[config.mk]
export PLATFORM = sky130hd
export DESIGN_NAME = ket_divider
export DESIGN_NICKNAME = d
export VERILOG_FILES = /design/src/design/ket_divider.sv
export VERILOG_INCLUDE_DIRS = /design/src /design/src/design
export SDC_FILE = /design/constraint.sdc
export NUM_CORES = 1
export LEC_CHECK = 0
export BUFFER_PORTS_ARGS = -buffer_cell sky130_fd_sc_hd__buf_4
export CAP_MARGIN = 20
export CELL_PAD_IN_SITES_DETAIL_PLACEMENT = 1
export CELL_PAD_IN_SITES_GLOBAL_PLACEMENT = 2
export CORE_UTILIZATION = 39
export CTS_CLUSTER_DIAMETER = 80
export DETAILED_ROUTE_END_ITERATION = 7
export PLACE_DENSITY = 0.9
export SYNTH_ARGS = -nofsm -noshare
export SYNTH_HDL_FRONTEND = slang
export SYNTH_SLANG_ARGS = --single-unit
[constraint.sdc]
create_clock -name clock -period 7.2 [get_ports clock]
set_clock_uncertainty 0.15 [all_clocks]
set_input_delay 1.44 -clock clock [delete_from_list [all_inputs] [get_ports clock]]
set_output_delay 1.44 -clock clock [all_outputs]
set_load 0.01 [all_outputs]
[src/design/keyed_error_tracker_macros.svh]
// Assertion macros for the keyed error tracker.
`ifndef KEYED_ERROR_TRACKER_MACROS_SVH
`define KEYED_ERROR_TRACKER_MACROS_SVH
`define KET_ASSERT_IMP(label, clk, rst, a, c, msg) \
   label: assert property (@(posedge clk) disable iff (rst) (a) |-> (c)) \
      else $error(msg);
`define KET_ASSERT_NXT(label, clk, rst, a, c, msg) \
   label: assert property (@(posedge clk) disable iff (rst) (a) |=> (c)) \
      else $error(msg);
`endif

[src/design/ket_divider.sv]
// Iterative restoring divider: 17-bit dividend by 32-bit divisor, one bit per cycle.
`timescale 1ns / 1ps
`include "keyed_error_tracker_macros.svh"
module ket_divider (
   input  logic        clock,
   input  logic        reset,
   input  logic        start,
   input  logic [16:0] dividend,
   input  logic [31:0] divisor,
   output logic        done,
   output logic [16:0] quotient
);
   logic [4:0]  cnt_ff, cnt_in;
   logic        busy_ff, busy_in;
   logic [16:0] q_ff, q_in;
   logic [32:0] rem_ff, rem_in;
   logic [31:0] dvs_ff, dvs_in;
   logic        done_ff, done_in;
   logic [32:0] trial;

   always_comb begin
      cnt_in = cnt_ff; busy_in = busy_ff; q_in = q_ff; rem_in = rem_ff;
      dvs_in = dvs_ff; done_in = 1'b0;
      trial = {rem_ff[31:0], q_ff[16]};
      if (start) begin
         busy_in = 1'b1; cnt_in = 5'd0; q_in = dividend; rem_in = '0; dvs_in = divisor;
      end else if (busy_ff) begin
         if (trial >= {1'b0, dvs_ff}) begin
            rem_in = trial - {1'b0, dvs_ff};
            q_in = {q_ff[15:0], 1'b1};
         end else begin
            rem_in = trial;
            q_in = {q_ff[15:0], 1'b0};
         end
         cnt_in = cnt_ff + 5'd1;
         if (cnt_ff == 5'd16) begin
            busy_in = 1'b0; done_in = 1'b1;
         end
      end
   end

   always_ff @(posedge clock) begin
      if (reset) begin
         busy_ff <= 1'b0; done_ff <= 1'b0; cnt_ff <= '0;
      end else begin
         busy_ff <= busy_in; done_ff <= done_in; cnt_ff <= cnt_in;
      end
      q_ff <= q_in; rem_ff <= rem_in; dvs_ff <= dvs_in;
   end

   assign done = done_ff;
   assign quotient = q_ff;

   `KET_ASSERT_NXT(div_done_pulse, clock, reset, done_ff, !done_ff, "done longer than one cycle")
   `KET_ASSERT_IMP(div_cnt_range, clock, reset, busy_ff, cnt_ff <= 5'd16, "step count out of range")
   `KET_ASSERT_NXT(div_start_busy, clock, reset, start, busy_ff, "start did not set busy")
endmodule

### After elaboration in Yosys (flattened, before gate mapping)

Index checks and enable logic that the tools add are counted.

* output and inout port bits: 18
* register bits: 88

* bitwise gates (word level): 1
* add/subtract/negate cells: 2
* multiplexer cells: 8
* order comparisons: 1
* reduce and logical (&&, ||, !) cells: 3
* eq/ne operators: 1

Operator list (number)
* $mux 17: 2
* $ge 33x32->1: 1
* $mux 32: 1
* $sub 32x32->32: 1
* $add 5x1->5 const B: 1
* $eq 5x5->1 const B: 1
* $mux 1: 5
* $reduce_or 3->1: 1
* $reduce_bool 2->1: 1
* $reduce_or 2->1: 1
* $not 1->1: 1

### Depth between registers and ports, before layout

* depth after elaboration: 4
* depth in mapped cells: 12

### Least setup slack after synthesis

OpenSTA, ideal clock, no wires.

* path type: input to register
* start: input port start
* end: register q_ff[0], in the netlist quotient[0] (enable)
* cell stages on the path: 4
* data arrival time: 2254 ps
* setup time: 369 ps
* setup slack: 4427 ps
* buffers on the path: 2
* path through: clkbuf_1 nor2_1 clkbuf_1 inv_1

* cells in the longest elaborated chain, start to end: 1

Ends and longest elaborated chain
* start: declaration: line ket_divider.sv:7 `input logic start,`
* $reduce_bool 2->1 (no line)
* end signal: assignment: line ket_divider.sv:48 `q_ff <= q_in; rem_ff <= rem_in; dvs_ff <= dvs_in;`
* end: declaration: line ket_divider.sv:15 `logic [16:0] q_ff, q_in;`

Every way passes these cells.
A chain may end at the register's enable or synchronous reset.

### Worst setup path after layout

* start: register dvs_ff[12]
* end: register rem_ff[12]

* cells in the longest elaborated chain, start to end: 2
* elaborated cells on any way between the ends: 3
* those cells by class: add/sub: 1; order compare: 1; mux: 1

Ends and longest elaborated chain
* start: declaration: line ket_divider.sv:17 `logic [31:0] dvs_ff, dvs_in;`
* start signal: assignment: line ket_divider.sv:48
* $sub 32x32->32 / $ge 33x32->1 (equally long branches): line ket_divider.sv:29, ket_divider.sv:28
* $mux 32 (*): line ket_divider.sv:28 `if (trial >= {1'b0, dvs_ff}) begin`
* end signal: assignment: line ket_divider.sv:48
* end: declaration: line ket_divider.sv:16 `logic [32:0] rem_ff, rem_in;`

Every way passes the cells marked *; elsewhere a longest branch is shown, timed or not.

==> reports/metrics.cfg <==
[outcome]
status = finished clean

[layout]
most_frequent_standard_cell_in_the_layout_excluding_fill_and_tap_cells = sky130_fd_sc_hd__buf_4
total_area_of_multi_input_combinational_cells_mm2 = 0.00297
antenna_cells_inserted = 0
area_taken_by_flip_flops_and_latches_mm2 = 0.00225
flow.area_growth_from_synthesis_pct = 15.3
final_layout_size_suffix_gt1_frac = 0.181
nets = 740
num-fill-cells = 1589
most-common-layout-cells = sky130_fd_sc_hd__buf_4, sky130_fd_sc_hd__nor2_1, sky130_fd_sc_hd__edfxtp_1
fin_area_mm2 = 0.00645

[global_route]
grt_antenna_before_repair = 0
gr-usage-all-layers = 0.221
grt_overflow = 0
grt_first_pass_wirelength_mm = 25.4
grt_pass1_vias = 5064
grt_start_max_net_pins = 76

[die]
floorplan.die_area_mm2 = 0.0148
dieWidth_um = 122
coreArea_mm2 = 0.0139
initial_core_util = 0.401
num_rows = 43
die_height_um = 122
design.portCount = 70

[sta]
tightest_slew_ps = 910
finalSetupTns_ps = 0
final_period_minus_worst_setup_slack_ps = 3230
timing.final.hold_violations = 0
final_max_slew_viol_count = 0
min_period_over_period = 0.449
fmax_ghz = 0.309
worst_slack_ps = 3970
relSlewSlack = 0.393
rsz_0062_raised_after_global_routing = no
setup_viol_count_final = 0

[clock_tree]
cts_sinks = 88
post_cts_resized = 0
latest_clock_arrival_within_the_worst_skew_pair_ps = 360
cts-buffers-inserted = 9
clkTransAtPathRegs_ps = 70
number_of_post_cts_setup_repair_buffers = 0
cts_tree = yes
ctsHoldBuffers = 0
ctsRootBufferMaster = sky130_fd_sc_hd__clkbuf_16
clockBufferDepth = 2
h_tree_depth = 3

[synth]
ys_flop_type = sky130_fd_sc_hd__edfxtp_1
synthXorXnorAreaFrac = 0.0454
synth_adder_area_share = 0.0797
async_flop_share = 0
syn_area_per_cell_um2 = 9.20
netlist_area_mm2 = 0.00559
synth_warnings = 0
synth_mux_area_frac = 0.0432
synth_seq_cells = 88
yosys.area_share.simple = 0.162
number_of_instances_in_the_synthesized_netlist = 608
main_combinational_cell_family_by_area_after_synthesis = compound AO/OA/AOI/OAI gates
synth-edff-count = 49
postSynthNetCount = 695
synth_compound_area_frac = 0.202
synth-seq-area-share = 0.403
synth_cell_type_count = 68

[drt]
drt_pass1_iterations = 4
routed-via-count = 4727
met1_length_mm = 7.04
drc_errors = 0
met3_wirelength_um = 845
wl_mm = 15.3
wl_met2_mm = 7.19
ant_nets = 0
top_signal_layer_used = met4
drt_iter0_markers = 240
viasPerCell = 5.64
dr_wl_cell_um = 18.3

[power]
design_power_total_w = 0.00137
power_leakage_nw = 2.67
ir_drop_uv = 157
cellPowerDensity_mw_per_mm2 = 212

[worst_setup_path]
crit_arrival_ps = 3330
timing.setup.critical_path_class = flip-flop to flip-flop
crit_path_start_kind = flip-flop
critPathRequiredTime_ps = 7290
critPathMaxFanout = 31
cp-end-kind = flip-flop

[placed_design]
placed_area_mm2 = 0.00617
detailedPlace.worstSlack_ps = 3520
place_congestion = 0.850
numPortBuffers = 69
dp_hpwl_mm = 10.8

[hold_path]
holdCritPathClass = flip-flop to flip-flop

[job]
timing.max_cap.violations = 0

## logic make-up after synthesis
kind of cell / Yosys count
AND/OR/NAND/NOR: 185
AO/OA/AOI/OAI: 163
buffers and inverters: 86
XOR/XNOR: 29
adder cells (fa/ha/maj): 35
multiplexers: 22
flip-flops: 88
## sequential cells by signal (all words and copies together) (netlist names)
| name | count |
|---|---|
| cnt_ff | 5 |
| busy_ff | 1 |
| done | 1 |
| dvs_ff | 32 |
| rem_ff | 32 |
| quotient | 17 |
## where the power goes
group | internal (W) | total, W | switching (W)
logic | 0.000142 | 0.000335 | 0.000193
registers | 0.000572 | 0.000594 | 0.0000216
clock network | 0.000234 | 0.000439 | 0.000205
total | 0.000948 | 0.00137 | 0.000419
## through the flow
stage	instances	hold WS [ps]	utilization
2_1_floorplan	608	291	-
3_3_place_gp	821	313	0.443
3_5_place_dp	821	323	0.443
4_1_cts	837	332	0.462
5_1_grt	838	362	0.463
6_report	838	332	0.463
## worst max-delay path: stages, from the launching register on
cell and delay [ps]:
sky130_fd_sc_hd__edfxtp_1 330, sky130_fd_sc_hd__inv_1 50, sky130_fd_sc_hd__ha_1 440, sky130_fd_sc_hd__nand4_1 270, sky130_fd_sc_hd__nor4_1 460, sky130_fd_sc_hd__a21oi_1 150
sky130_fd_sc_hd__o21a_1 140, sky130_fd_sc_hd__o221ai_2 240, sky130_fd_sc_hd__o21a_4 420, sky130_fd_sc_hd__nor4_1 100, sky130_fd_sc_hd__a2111oi_2 360
## synthesized netlist by cell type (all sizes together) (2+ instances only)
master | count | share of area
edfxtp | 49 | 0.26
o211ai | 8 | 0.011
nand3 | 25 | 0.023
o21ai | 40 | 0.036
nand3b | 2 | 0.0027
or2 | 5 | 0.0056
o221ai | 5 | 0.0089
buf | 17 | 0.019
o31ai | 2 | 0.0036
mux2 | 17 | 0.034
o21bai | 4 | 0.0054
a311oi | 19 | 0.030
inv | 46 | 0.031
ha | 34 | 0.076
mux2i | 5 | 0.0090
nor2 | 55 | 0.037
a2111oi | 3 | 0.0058
a21o | 16 | 0.021
a21boi | 3 | 0.0040
o22ai | 2 | 0.0022
and2 | 3 | 0.0034
a211o | 2 | 0.0031
a32o | 3 | 0.0054
a31oi | 7 | 0.0078
nand2 | 45 | 0.030
clkbuf | 23 | 0.016
a21oi | 30 | 0.028
and4 | 3 | 0.0051
nor3 | 9 | 0.010
dfxtp | 39 | 0.14
or3 | 10 | 0.011
o41ai | 2 | 0.0031
o21a | 4 | 0.0067
nand4 | 15 | 0.017
xnor2 | 18 | 0.028
xor2 | 11 | 0.017
nor4 | 5 | 0.0056
a41oi | 2 | 0.0031
nand2b | 3 | 0.0034
a211oi | 4 | 0.0054
## area by class of cell
type | count | area share
clock buffers | 11 | 0.0361
clock inverters | 5 | 0.00504
inverters | 46 | 0.0268
multi-input cells | 434 | 0.461
flip-flops and latches | 88 | 0.349
well taps | 180 | 0.0349
repair buffers | 74 | 0.0867
## path summary, 6_finish.rpt
check	from	slack, ps	endpoint	depth (start not counted)
max reg2reg	dvs_ff[12]$_DFFE_PP_	3970	rem_ff[12]$_SDFFE_PP0P_	10
min reg2reg	rem_ff[31]$_SDFFE_PP0P_	330	rem_ff[31]$_SDFFE_PP0P_	2
max	dvs_ff[12]$_DFFE_PP_	3970	rem_ff[12]$_SDFFE_PP0P_	10
min	rem_ff[31]$_SDFFE_PP0P_	330	rem_ff[31]$_SDFFE_PP0P_	2
## metal layers
layer / vias to the layer above / global-route usage
met2: 127 / 0.369
met5: - / 0
met1: 2259 / 0.277
met3: 19 / 0.0557
li1: 2322 / -
met4: 0 / 0.0733
Power figures use the tool's default switching activity.
